## src/rtl/dpld_pkg.sv

```systemverilog
// Shared types, codes and constant arithmetic for the date period length block.
// No dependencies; compile first.
`default_nettype none

package dpld_pkg;

  localparam int unsigned DayW   = 5;
  localparam int unsigned MonthW = 4;
  localparam int unsigned YearW  = 14;
  localparam int unsigned CountW = 16;
  localparam int unsigned StatW  = 2;

  // Ordinal day numbers of every reachable date fit in 23 bits.
  localparam int unsigned OrdW = 23;
  localparam int unsigned AccW = OrdW + 1;

  // floor(x / 100) for x below 2**15 as (x * 5243) >> 19.
  localparam int unsigned DivInW   = 15;
  localparam int unsigned DivQW    = 8;
  localparam int unsigned RecipW   = 13;
  localparam int unsigned RecipSh  = 19;
  localparam logic [RecipW-1:0] Recip100 = 13'd5243;

  typedef enum logic [1:0] {
    STAT_OK     = 2'd0,
    STAT_BEFORE = 2'd1,
    STAT_SAT    = 2'd2
  } status_t;

  typedef enum logic [1:0] {
    FS_IDLE,
    FS_CALC,
    FS_FINISH,
    FS_DONE
  } fsm_t;

  // One term of an ordinal, fed through the shared add/subtract unit.
  typedef enum logic [2:0] {
    TM_YEAR,
    TM_Q4,
    TM_Q100,
    TM_Q400,
    TM_MON,
    TM_DAY
  } term_t;

  function automatic logic [DivQW-1:0] div100(input logic [DivInW-1:0] x);
    logic [DivInW+RecipW-1:0] prod;
    prod = (DivInW+RecipW)'(x) * (DivInW+RecipW)'(Recip100);
    return prod[RecipSh+DivQW-1:RecipSh];
  endfunction

  // Days in the months before month m of a common year; months past 12 stop at 365.
  function automatic logic [8:0] month_cum(input logic [MonthW-1:0] m);
    logic [8:0] r;
    case (m)
      4'd0, 4'd1: r = 9'd0;
      4'd2:       r = 9'd31;
      4'd3:       r = 9'd59;
      4'd4:       r = 9'd90;
      4'd5:       r = 9'd120;
      4'd6:       r = 9'd151;
      4'd7:       r = 9'd181;
      4'd8:       r = 9'd212;
      4'd9:       r = 9'd243;
      4'd10:      r = 9'd273;
      4'd11:      r = 9'd304;
      4'd12:      r = 9'd334;
      default:    r = 9'd365;
    endcase
    return r;
  endfunction

endpackage

`default_nettype wire

```

## src/rtl/dpld_if.sv

```systemverilog
// Valid/ready channel interfaces for the date period length block.
// Depends on dpld_pkg for field widths.
`default_nettype none

interface dpld_in_if;
  import dpld_pkg::*;

  logic              valid;
  logic              ready;
  logic [DayW-1:0]   start_day;
  logic [MonthW-1:0] start_month;
  logic [YearW-1:0]  start_year;
  logic [DayW-1:0]   end_day;
  logic [MonthW-1:0] end_month;
  logic [YearW-1:0]  end_year;
  logic              include_end;

  modport source (
    output valid, start_day, start_month, start_year,
    output end_day, end_month, end_year, include_end,
    input  ready
  );
  modport sink (
    input  valid, start_day, start_month, start_year,
    input  end_day, end_month, end_year, include_end,
    output ready
  );
endinterface

interface dpld_out_if;
  import dpld_pkg::*;

  logic              valid;
  logic              ready;
  logic [CountW-1:0] day_count;
  logic [StatW-1:0]  status;

  modport source (output valid, day_count, status, input ready);
  modport sink (input valid, day_count, status, output ready);
endinterface

`default_nettype wire

```

## src/rtl/date_period_length_days_unit.sv

```systemverilog
// Date period length: days from a Gregorian start date to an end date.
// Depends on dpld_pkg and the channel interfaces in dpld_if.sv.
//
// The block takes one request at a time on the request channel and returns one
// result on the result channel. Each date is turned into an ordinal day number
// (days before its year counted from year 0, plus the days of the months before
// its month with the leap day, plus the day), and the result is end minus start,
// plus one when include_end is set. One shared 24-bit add/subtract unit builds
// both ordinals term by term into a single accumulator under a small sequencer;
// a shared reciprocal multiplier supplies the divisions by 100 and 400. The result
// turns valid after twelve accumulator steps, six for each date, and one step that
// compares against the limit and registers the result.
// The request channel is ready again the cycle after the result has been taken,
// so no new request is taken until the last result has been taken. When the
// end lies before the start the result is a count of 0 with status 1. When the
// count exceeds the limit (MAX_DAYS, capped at 65535) it saturates with status 2.
// Fields are used at face value: day 0 is the last day of the month before, a
// day past the month's end runs into the next month, months above 12 count the
// whole year, and year 0 is a leap year.
`default_nettype none

module date_period_length_days_unit #(
  parameter int unsigned MAX_DAYS = 65535
) (
  input  wire logic   clk,
  input  wire logic   rst,
  dpld_in_if.sink     request,
  dpld_out_if.source  result
);
  import dpld_pkg::*;

  localparam logic [CountW-1:0] Limit =
    (MAX_DAYS > 65535) ? {CountW{1'b1}} : CountW'(MAX_DAYS);

  fsm_t state, state_next;
  term_t term, term_next;
  logic side, side_next;            // 0: start date, subtracted; 1: end date, added

  logic [DayW-1:0]   s_day, e_day;
  logic [MonthW-1:0] s_mon, e_mon;
  logic [YearW-1:0]  s_year, e_year;
  logic              inc;

  logic [AccW-1:0]   acc, acc_next;
  logic [CountW-1:0] count_q;
  status_t           status_q;
  logic [CountW-1:0] count_next;
  status_t           status_next;

  // Shared unit operands
  logic [YearW-1:0]  y;
  logic [MonthW-1:0] m;
  logic [DayW-1:0]   d;
  logic [DivInW-1:0] y99, y399;
  logic [DivInW-1:0] div_op;
  logic [DivQW-1:0]  q;
  logic              leap;
  logic [OrdW-1:0]   term_val;
  logic              term_sub;
  logic [AccW-1:0]   sum;

  assign request.ready    = (state == FS_IDLE);
  assign result.valid     = (state == FS_DONE);
  assign result.day_count = count_q;
  assign result.status    = status_q;

  always_ff @(posedge clk) begin
    if (rst) begin
      state <= FS_IDLE;
      term  <= TM_YEAR;
      side  <= 1'b0;
    end else begin
      state <= state_next;
      term  <= term_next;
      side  <= side_next;
    end
  end

  // Payload: capture the request, hold the accumulator and the result.
  always_ff @(posedge clk) begin
    if (request.valid && request.ready) begin
      s_day  <= request.start_day;
      s_mon  <= request.start_month;
      s_year <= request.start_year;
      e_day  <= request.end_day;
      e_mon  <= request.end_month;
      e_year <= request.end_year;
      inc    <= request.include_end;
    end
    acc <= acc_next;
    if (state == FS_FINISH) begin
      count_q  <= count_next;
      status_q <= status_next;
    end
  end

  // Term selection for the shared unit
  always_comb begin
    y    = side ? e_year : s_year;
    m    = side ? e_mon  : s_mon;
    d    = side ? e_day  : s_day;
    y99  = DivInW'(y) + DivInW'(99);
    y399 = DivInW'(y) + DivInW'(399);
    case (term)
      TM_Q100: div_op = y99;
      TM_Q400: div_op = y399 >> 2;
      default: div_op = DivInW'(y);
    endcase
    q = div100(div_op);
    // Leap when divisible by 4 and not by 100, or by 400 (q is floor(y/100) here).
    leap = (y[1:0] == 2'b00) &&
           ((DivInW'(y) != DivInW'(q) * DivInW'(100)) || (q[1:0] == 2'b00));
    case (term)
      TM_YEAR: term_val = OrdW'(y) * OrdW'(365);
      TM_Q4:   term_val = OrdW'((DivInW'(y) + DivInW'(3)) >> 2);
      TM_Q100: term_val = OrdW'(q);
      TM_Q400: term_val = OrdW'(q);
      TM_MON:  term_val = OrdW'(month_cum(m)) + OrdW'((m > 4'd2) && leap);
      TM_DAY:  term_val = OrdW'(d);
      default: term_val = '0;
    endcase
    term_sub = (term == TM_Q100) ^ !side;
    sum = term_sub ? acc - AccW'(term_val) : acc + AccW'(term_val);
  end

  // Sequencer: next state, accumulator and result
  always_comb begin
    state_next  = state;
    term_next   = term;
    side_next   = side;
    acc_next    = acc;
    count_next  = '0;
    status_next = STAT_OK;

    // Limit check on the finished difference
    if (acc[AccW-1]) begin
      count_next  = '0;
      status_next = STAT_BEFORE;
    end else if ((acc + AccW'(inc)) > AccW'(Limit)) begin
      count_next  = Limit;
      status_next = STAT_SAT;
    end else begin
      count_next  = CountW'(acc + AccW'(inc));
      status_next = STAT_OK;
    end

    case (state)
      FS_IDLE: begin
        if (request.valid) begin
          state_next = FS_CALC;
          term_next  = TM_YEAR;
          side_next  = 1'b0;
          acc_next   = '0;
        end
      end
      FS_CALC: begin
        acc_next = sum;
        case (term)
          TM_YEAR: term_next = TM_Q4;
          TM_Q4:   term_next = TM_Q100;
          TM_Q100: term_next = TM_Q400;
          TM_Q400: term_next = TM_MON;
          TM_MON:  term_next = TM_DAY;
          default: begin
            term_next = TM_YEAR;
            if (side) begin
              state_next = FS_FINISH;
            end else begin
              side_next = 1'b1;
            end
          end
        endcase
      end
      FS_FINISH: begin
        state_next = FS_DONE;
      end
      FS_DONE: begin
        if (result.ready) begin
          state_next = FS_IDLE;
        end
      end
      default: begin
        state_next = FS_IDLE;
      end
    endcase
  end

endmodule

`default_nettype wire

```

## src/flat_wrapper.sv

```systemverilog
// flat-port wrapper written by rule: the top's interface ports become plain ports
module date_period_length_days_unit_flat import dpld_pkg::*;
#(
  parameter int unsigned MAX_DAYS = 65535
)
  (clk, rst, request_valid, request_start_day, request_start_month, request_start_year, request_end_day, request_end_month, request_end_year, request_include_end, request_ready, result_valid, result_day_count, result_status, result_ready);
  dpld_in_if request_i ();
  dpld_out_if result_i ();
  input  wire logic clk;
  input  wire logic rst;
  input wire logic [$bits(request_i.valid)-1:0] request_valid;
  input wire logic [$bits(request_i.start_day)-1:0] request_start_day;
  input wire logic [$bits(request_i.start_month)-1:0] request_start_month;
  input wire logic [$bits(request_i.start_year)-1:0] request_start_year;
  input wire logic [$bits(request_i.end_day)-1:0] request_end_day;
  input wire logic [$bits(request_i.end_month)-1:0] request_end_month;
  input wire logic [$bits(request_i.end_year)-1:0] request_end_year;
  input wire logic [$bits(request_i.include_end)-1:0] request_include_end;
  output wire logic [$bits(request_i.ready)-1:0] request_ready;
  output wire logic [$bits(result_i.valid)-1:0] result_valid;
  output wire logic [$bits(result_i.day_count)-1:0] result_day_count;
  output wire logic [$bits(result_i.status)-1:0] result_status;
  input wire logic [$bits(result_i.ready)-1:0] result_ready;
  assign request_i.valid = request_valid;
  assign request_i.start_day = request_start_day;
  assign request_i.start_month = request_start_month;
  assign request_i.start_year = request_start_year;
  assign request_i.end_day = request_end_day;
  assign request_i.end_month = request_end_month;
  assign request_i.end_year = request_end_year;
  assign request_i.include_end = request_include_end;
  assign request_ready = request_i.ready;
  assign result_valid = result_i.valid;
  assign result_day_count = result_i.day_count;
  assign result_status = result_i.status;
  assign result_i.ready = result_ready;
  date_period_length_days_unit #(.MAX_DAYS(MAX_DAYS)) u_core (.clk(clk), .rst(rst), .request(request_i), .result(result_i));
endmodule
```

## config.mk

```make
export PLATFORM = sky130hd
export DESIGN_NAME = date_period_length_days_unit_flat
export DESIGN_NICKNAME = d
export VERILOG_FILES = /design/src/rtl/dpld_pkg.sv /design/src/rtl/dpld_if.sv /design/src/rtl/date_period_length_days_unit.sv /design/src/flat_wrapper.sv
export SDC_FILE = /design/constraint.sdc
export NUM_CORES = 1
export LEC_CHECK = 0
export ABC_AREA = 1
export BUFFER_PORTS_ARGS = -buffer_cell sky130_fd_sc_hd__buf_4
export CAP_MARGIN = 20
export CORE_ASPECT_RATIO = 1.5
export CORE_MARGIN = 4
export CORE_UTILIZATION = 25
export CTS_BUF_LIST = sky130_fd_sc_hd__clkbuf_2
export DETAILED_ROUTE_END_ITERATION = 8
export GPL_TIMING_DRIVEN = 0
export PLACE_DENSITY = 0.4
export REMOVE_ABC_BUFFERS = 1
export SYNTH_ARGS = -nofsm -noshare
export SYNTH_HDL_FRONTEND = slang
export SYNTH_SLANG_ARGS = --single-unit
export TNS_END_PERCENT = 5
```

## constraint.sdc

```tcl
create_clock -name clk -period 29.1 [get_ports clk]
set_input_delay 1.455 -clock clk [delete_from_list [all_inputs] [get_ports clk]]
set_output_delay 1.455 -clock clk [all_outputs]
set_load 0.01 [all_outputs]
```

==> impl_metrics.ini, run 1 <==
[status]
outcome = complete, no violations

[yosys]
syn_area_per_cell_um2 = 7.32
synth.top_cells.by_area = ha_1 18%, edfxtp_1 17%, fa_1 15%, nand2_1 11%, inv_1 11%
ys_ff_latch = 95
yosysWarnings = 0
ys_async_sr_fraction = 0
synth_top_cell_by_area = ha_1
ys.flop_type = edfxtp_1
synth_top_area_frac = 0.177
synth_cells = 2097
syn_area_um2 = 15400
ys_types = 48
synth-edff-count = 89
yosysSeqAreaShare = 0.182

[clock_network]
cts_sinks = 95
htree_levels = 3
ctsResizeCount = 0
cts_buffer_depth = 2
clkTransAtPathRegs_ns = 0.43
clk_latency_ns = 0.87
cts-hold-fix-buffers = 0
cts_setup_buffers = 0
cts_tree = yes
root_buffer = clkbuf_2
cts-buffers-inserted = 9

[setup_path]
critical_path.top_delay_family = adder cells
critPathLaunchType = register
endpoint = u_core.acc[19]$_SDFFCE_PN0P_
required_ns = 29.70
slowest_delay_ns = 0.94
r2r_start = u_core.side$_SDFFE_PP0P_
critPathKind = register to register
reg2regPathDepth = 81
startpoint = u_core.side$_SDFFE_PP0P_
slowest_stage = dfxtp_2
critPathBufInv = 17
path_max_fanout = 30
r2r_slack_ns = 12.31
reg2reg_to = u_core.acc[19]$_SDFFCE_PN0P_
cpMostUsedCell = nand2_1
critPathArrivalTime_ns = 17.39
crit_path_end_kind = register
path_depth = 81

[drt]
first_pass_iters = 6
wl_mm = 50.6
vias = 13500
postRouteAntennaNets = 0
wl_per_cell_um = 17.1
drt_iter0_markers = 549
post-route-drc-count = 0
vias_per_cell = 4.55

[placed_design]
io_buffers = 70
gp_congestion = 0.941
dp_hpwl_mm = 43.4

[global_route]
grt_pass1_vias = 14000
gr-usage-met1 = 0.161
grt_overflow = 0
grt_pass1_wl_mm = 78.2
busiest_layer = met2
track_usage = 0.155
use_met2 = 0.305
antenna_found_initial = 2
use_met3 = 0.0138
grt_max_degree = 40

[layout]
nNetsFinal = 2544
drive_above_1_share = 0.0735
post-route-util = 0.278
syn_to_final_growth_pct = 10.3
layout_common_cells = 466 x nand2_1, 445 x inv_1, 217 x ha_1
final_common_cell = nand2_1

[timing]
slew_headroom = 0.317
fin_skew_ns = 0.103
period_minus_slack_ns = 16.79
rsz0062_at_grt = false
setup_viol_count_final = 0
hold_viol = 0
setup_tns_ns = 0
max_freq_mhz = 59.6
fin_crit_sh = 0.577
slew_violations = 0
worstMarginPinSlew_ns = 1.02

[floorplan]
die_h_um = 312
die_w_um = 210
initial_core_util = 0.252
ioPinCount = 71
num_rows = 111
core_area_um2 = 61000
die_area_um2 = 65500

[flow_run]
drv_cap = 0

[worst_hold_path]
hp-class = register to register
-- area by class of cell --
type / count / area [um2]
Fill cell: 6696 / 44000
Timing Repair Buffer: 73 / 564
Antenna cell: 3 / 7.51
Sequential cell: 95 / 2790
Multi-Input combinational cell: 1525 / 10800
Clock buffer: 9 / 45.0
Tap cell: 791 / 990
Inverter: 455 / 1710
Clock inverter: 7 / 73.8
-- cells by family after synthesis --
| group | share of synthesized area |
|---|---|
| and+or+nand+nor | 0.246 |
| buffers and inverters | 0.119 |
| adders and majority gates | 0.329 |
| AOI/OAI and AO/OA | 0.0996 |
| DFF | 0.182 |
| xor gates and xnor gates | 0.0245 |
-- through the flow --
step | cells | hold slack (ns) | setup WS [ns] | cell area (um2)
final | 2958 | 0.535 | 12.31 | 16900
after global routing | 2958 | 0.556 | 10.81 | 16900
after global placement | 2936 | 0.490 | 11.46 | 16800
after CTS | 2955 | 0.533 | 12.08 | 16900
after detailed placement | 2939 | 0.512 | 12.17 | 16800
after floorplan | 2075 | 0.465 | 16.24 | 15200
-- state kept, by name, indices dropped and copies added, names as in the netlist --
name / count
u_core.s_day: 5
u_core.s_mon: 4
u_core.result.status: 2
u_core.inc: 1
u_core.acc: 24
u_core.e_mon: 4
u_core.result.day_count: 16
u_core.s_year: 14
u_core.e_year: 14
u_core.side: 1
u_core.term: 3
u_core.e_day: 5
u_core.state: 2
-- layer usage --
layer,part of all wire,vias up
met1,0.38,6335
li1,-,6838
met3,0.020,68
met4,0.050,0
met5,0,-
met2,0.55,223
-- synth_stat cells (3+ instances only) --
master and number:
edfxtp_1 89, nor3_1 20, buf_2 5, o21ai_1 7
a21oi_1 119, fa_1 117, o22ai_1 5, clkbuf_1 11
ha_1 217, nand2_2 18, buf_6 3, dfxtp_1 6
o21bai_1 10, nand4_1 34, nand3b_1 3, or2_2 6
nand3_2 7, inv_2 7, xnor2_1 13, nor2_4 4
a31oi_1 4, nor2_1 157, o21a_1 8, nand2_1 466
a211oi_1 4, o221ai_1 3, nand3_1 127, o211ai_1 6
nor4_1 4, nor2_2 18, inv_1 446, xor2_1 30
o21ai_0 100
-- worst min path at each step --
stage,startpoint,to,slack (ns),cells past startpoint
3_5_place_dp,u_core.term[1]$_SDFFE_PP0P_,u_core.term[1]$_SDFFE_PP0P_,0.51,2
3_3_place_gp,u_core.term[1]$_SDFFE_PP0P_,u_core.term[1]$_SDFFE_PP0P_,0.49,2
2_1_floorplan,u_core.term[1]$_SDFFE_PP0P_,u_core.term[1]$_SDFFE_PP0P_,0.47,2
6_report,u_core.term[1]$_SDFFE_PP0P_,u_core.term[1]$_SDFFE_PP0P_,0.54,2
4_1_cts,u_core.term[1]$_SDFFE_PP0P_,u_core.term[1]$_SDFFE_PP0P_,0.53,2
5_1_grt,u_core.term[1]$_SDFFE_PP0P_,u_core.term[1]$_SDFFE_PP0P_,0.56,2
-- worst register-to-register path: cells and delay by family (launching register included) --
family / cells / cell delay (ns)
adders and majority gates: 15 / 5.53
buffers and inverters: 17 / 2.18
xor gates and xnor gates: 1 / 0.14
DFF: 1 / 0.94
AOI/OAI and AO/OA: 15 / 3.33
and+or+nand+nor: 33 / 4.46
Power of run 1 is left out: the tool's default activity adds up to more than one toggle a clock period on the data nets, which glitch-free logic cannot reach.
==> run 2: changes to the inputs <==
--- a/config.mk
+++ b/config.mk
@@ -5,7 +5,7 @@
 export SDC_FILE = /design/constraint.sdc
 export NUM_CORES = 1
 export LEC_CHECK = 0
-export ABC_AREA = 1
+export ABC_AREA = 0
 export BUFFER_PORTS_ARGS = -buffer_cell sky130_fd_sc_hd__buf_4
 export CAP_MARGIN = 20
 export CORE_ASPECT_RATIO = 1.5
@@ -14,7 +14,7 @@
 export CTS_BUF_LIST = sky130_fd_sc_hd__clkbuf_2
 export DETAILED_ROUTE_END_ITERATION = 8
 export GPL_TIMING_DRIVEN = 0
-export PLACE_DENSITY = 0.4
+export PLACE_DENSITY = 0.42
 export REMOVE_ABC_BUFFERS = 1
 export SYNTH_ARGS = -nofsm -noshare
 export SYNTH_HDL_FRONTEND = slang
==> constraint.sdc (replaced) <==
create_clock -name clk -period 13.6 [get_ports clk]
set_input_delay 0.68 -clock clk [delete_from_list [all_inputs] [get_ports clk]]
set_output_delay 0.68 -clock clk [all_outputs]
set_load 0.01 [all_outputs]
==> impl_metrics.ini, run 2 <==
[global_route]
grt_overflow = 0
grt_max_degree = 45
grt_pass1_vias = 12000
antenna_found_initial = 1
track_usage = 0.135
grt_pass1_wl_mm = 65.5

[setup_path]
reg2reg_to = u_core.acc[16]$_SDFFCE_PN0P_
path_max_fanout = 5
r2r_slack_ns = 0.1
endpoint = u_core.acc[16]$_SDFFCE_PN0P_
required_ns = 14.10
reg2regPathDepth = 68
startpoint = u_core.side$_SDFFE_PP0P_
slowest_delay_ns = 0.54
critPathKind = register to register
critPathArrivalTime_ns = 14.00
r2r_start = u_core.side$_SDFFE_PP0P_
crit_path_end_kind = register
critPathLaunchType = register
slowest_stage = fa_1

[drt]
met3WireLength_mm = 1.22
wl_mm = 40.9
route.met2.wl_mm = 22.1
vias_per_cell = 4.61
drt_iter0_markers = 461
vias = 11300
post-route-drc-count = 0
routed.top_layer = met4
wl_met1_mm = 16.9
postRouteAntennaNets = 0
wl_per_cell_um = 16.8
first_pass_iters = 6

[placed_design]
io_buffers = 70
dp_hpwl_mm = 33.9
gp_congestion = 0.850
placedCellCount = 2360

[clock_network]
cts_buffer_depth = 2
cts_tree = yes
clk_latency_ns = 0.69
cts_sinks = 95
cts-buffers-inserted = 9
clkTransAtPathRegs_ns = 0.27
root_buffer = clkbuf_2
htree_levels = 3

[yosys]
synth_cells = 1550
yosysSeqAreaShare = 0.195
synth_common_cells = 264 x inv_1, 217 x ha_1, 117 x fa_1
synth-edff-count = 89
synth_most_common_cell = inv_1
synth_top_cell_by_area = ha_1
syn_area_per_cell_um2 = 9.25
synth_top_area_frac = 0.189
syn_area_um2 = 14300
ys_ff_latch = 95
ys.flop_type = edfxtp_1
synth.top_cells.by_area = ha_1 19%, edfxtp_1 19%, fa_1 16%, inv_1 6.9%, xnor2_1 4.3%
ys_async_sr_fraction = 0
ys_types = 87
yosysWarnings = 0

[timing]
slew_violations = 0
period_minus_slack_ns = 13.50
fin_skew_ns = 0.0470
max_freq_mhz = 74.1
hold_ws_ns = 0.162
setup_viol_count_final = 0
fin_crit_sh = 0.993
setup_tns_ns = 0
slew_headroom = 0.354
hold_viol = 0
worstMarginPinSlew_ns = 0.942
rsz0062_at_grt = true

[flow_run]
drv_cap = 0

[worst_hold_path]
hp-class = primary input to register

[layout]
final_common_cell = inv_1
layout_common_cells = 253 x inv_1, 204 x ha_1, 132 x buf_4
finalNonFillerCells = 2442
nNetsFinal = 2058
largest_register_ffs = 24
syn_to_final_growth_pct = 20.8
drive_above_1_share = 0.192
top_register = u_core.acc

[floorplan]
die_area_um2 = 61300
core_area_um2 = 56800
initial_core_util = 0.253
die_h_um = 301
ioPinCount = 71
num_rows = 107
die_w_um = 204

[status]
outcome = complete, no violations
==> run 2: changes by cell type after synthesis, sizes merged, moves of 25 or more <==
| cell | before | now |
|---|---|---|
| a21oi | 119 | 94 |
| inv | 453 | 264 |
| mux2i | 0 | 31 |
| nand2 | 484 | 81 |
| nand3 | 134 | 29 |
| nor2 | 179 | 88 |
| o21ai | 110 | 57 |
| xnor2 | 13 | 72 |
==> run 2: metrics by stage <==
stage / setup slack, ns / instance area [um2] / util
2_1_floorplan: -1.97 / 14200 / -
3_3_place_gp: -5.91 / 15700 / 0.276
3_5_place_dp: -3.74 / 15800 / 0.278
4_1_cts: 0.00818 / 17200 / 0.302
5_1_grt: -0.608 / 17300 / 0.305
6_report: 0.0965 / 17300 / 0.305
==> run 2: worst min path at each step <==
stage	startpoint	end	slack (ns)	depth (start not counted)
2_1_floorplan	u_core.state[0]$_SDFFE_PP0P_	u_core.state[0]$_SDFFE_PP0P_	0.51	2
3_5_place_dp	u_core.state[0]$_SDFFE_PP0P_	u_core.state[0]$_SDFFE_PP0P_	0.55	2
4_1_cts	request_start_year[8]	u_core.s_year[8]$_DFFE_PP_	0.02	1
3_3_place_gp	u_core.state[0]$_SDFFE_PP0P_	u_core.state[0]$_SDFFE_PP0P_	0.52	2
5_1_grt	request_start_year[8]	u_core.s_year[8]$_DFFE_PP_	0.02	1
6_report	request_start_year[8]	u_core.s_year[8]$_DFFE_PP_	0.16	1
==> run 2: cell families (layout without fill, tap and decap cells) <==
kind of cell | after synthesis | count (layout) | synth area share
muxes | 40 | 40 | 0.0295
xor gates and xnor gates | 106 | 106 | 0.0653
buffers and inverters | 299 | 427 | 0.0807
AOI/OAI and AO/OA | 300 | 300 | 0.141
other | 0 | 1 | 0
DFF | 95 | 95 | 0.195
adders and majority gates | 334 | 334 | 0.353
and+or+nand+nor | 376 | 376 | 0.136
==> run 2: final cells by class <==
type	count	area [um2]
antenna	1	2.50
multi-input combinational	1156	11200
sequential	95	2800
fill	6044	39500
inverter	265	995
timing repair buffer	146	1210
clock inverter	6	60.1
tap	763	955
clock buffer	10	50.0
==> run 2: worst max-delay path, delay by kind of cell (launching register included) <==
| family | cells | cell delay (ns) |
|---|---|---|
| adders and majority gates | 13 | 4.45 |
| AOI/OAI and AO/OA | 19 | 3.50 |
| and+or+nand+nor | 18 | 2.84 |
| buffers and inverters | 13 | 1.28 |
| xor gates and xnor gates | 4 | 0.57 |
| DFF | 1 | 0.45 |
| muxes | 1 | 0.20 |
==> run 2: per-layer routing <==
metal | up-vias | global-route usage
met5 | - | 0
met4 | 0 | 0.0349
met3 | 34 | 0.0179
met2 | 164 | 0.259
met1 | 5469 | 0.157
li1 | 5597 | -
==> run 2: what timing repair did <==
item                                    4_1_cts  5_1_grt
gates resized for setup                     150       30
setup buffers                                60        4
hold buffers                                  0        0
endpoints found under the setup margin       24       14
pin swaps                                    70       28
gates cloned                                  1        0
Power of run 2 is left out for the same reason.
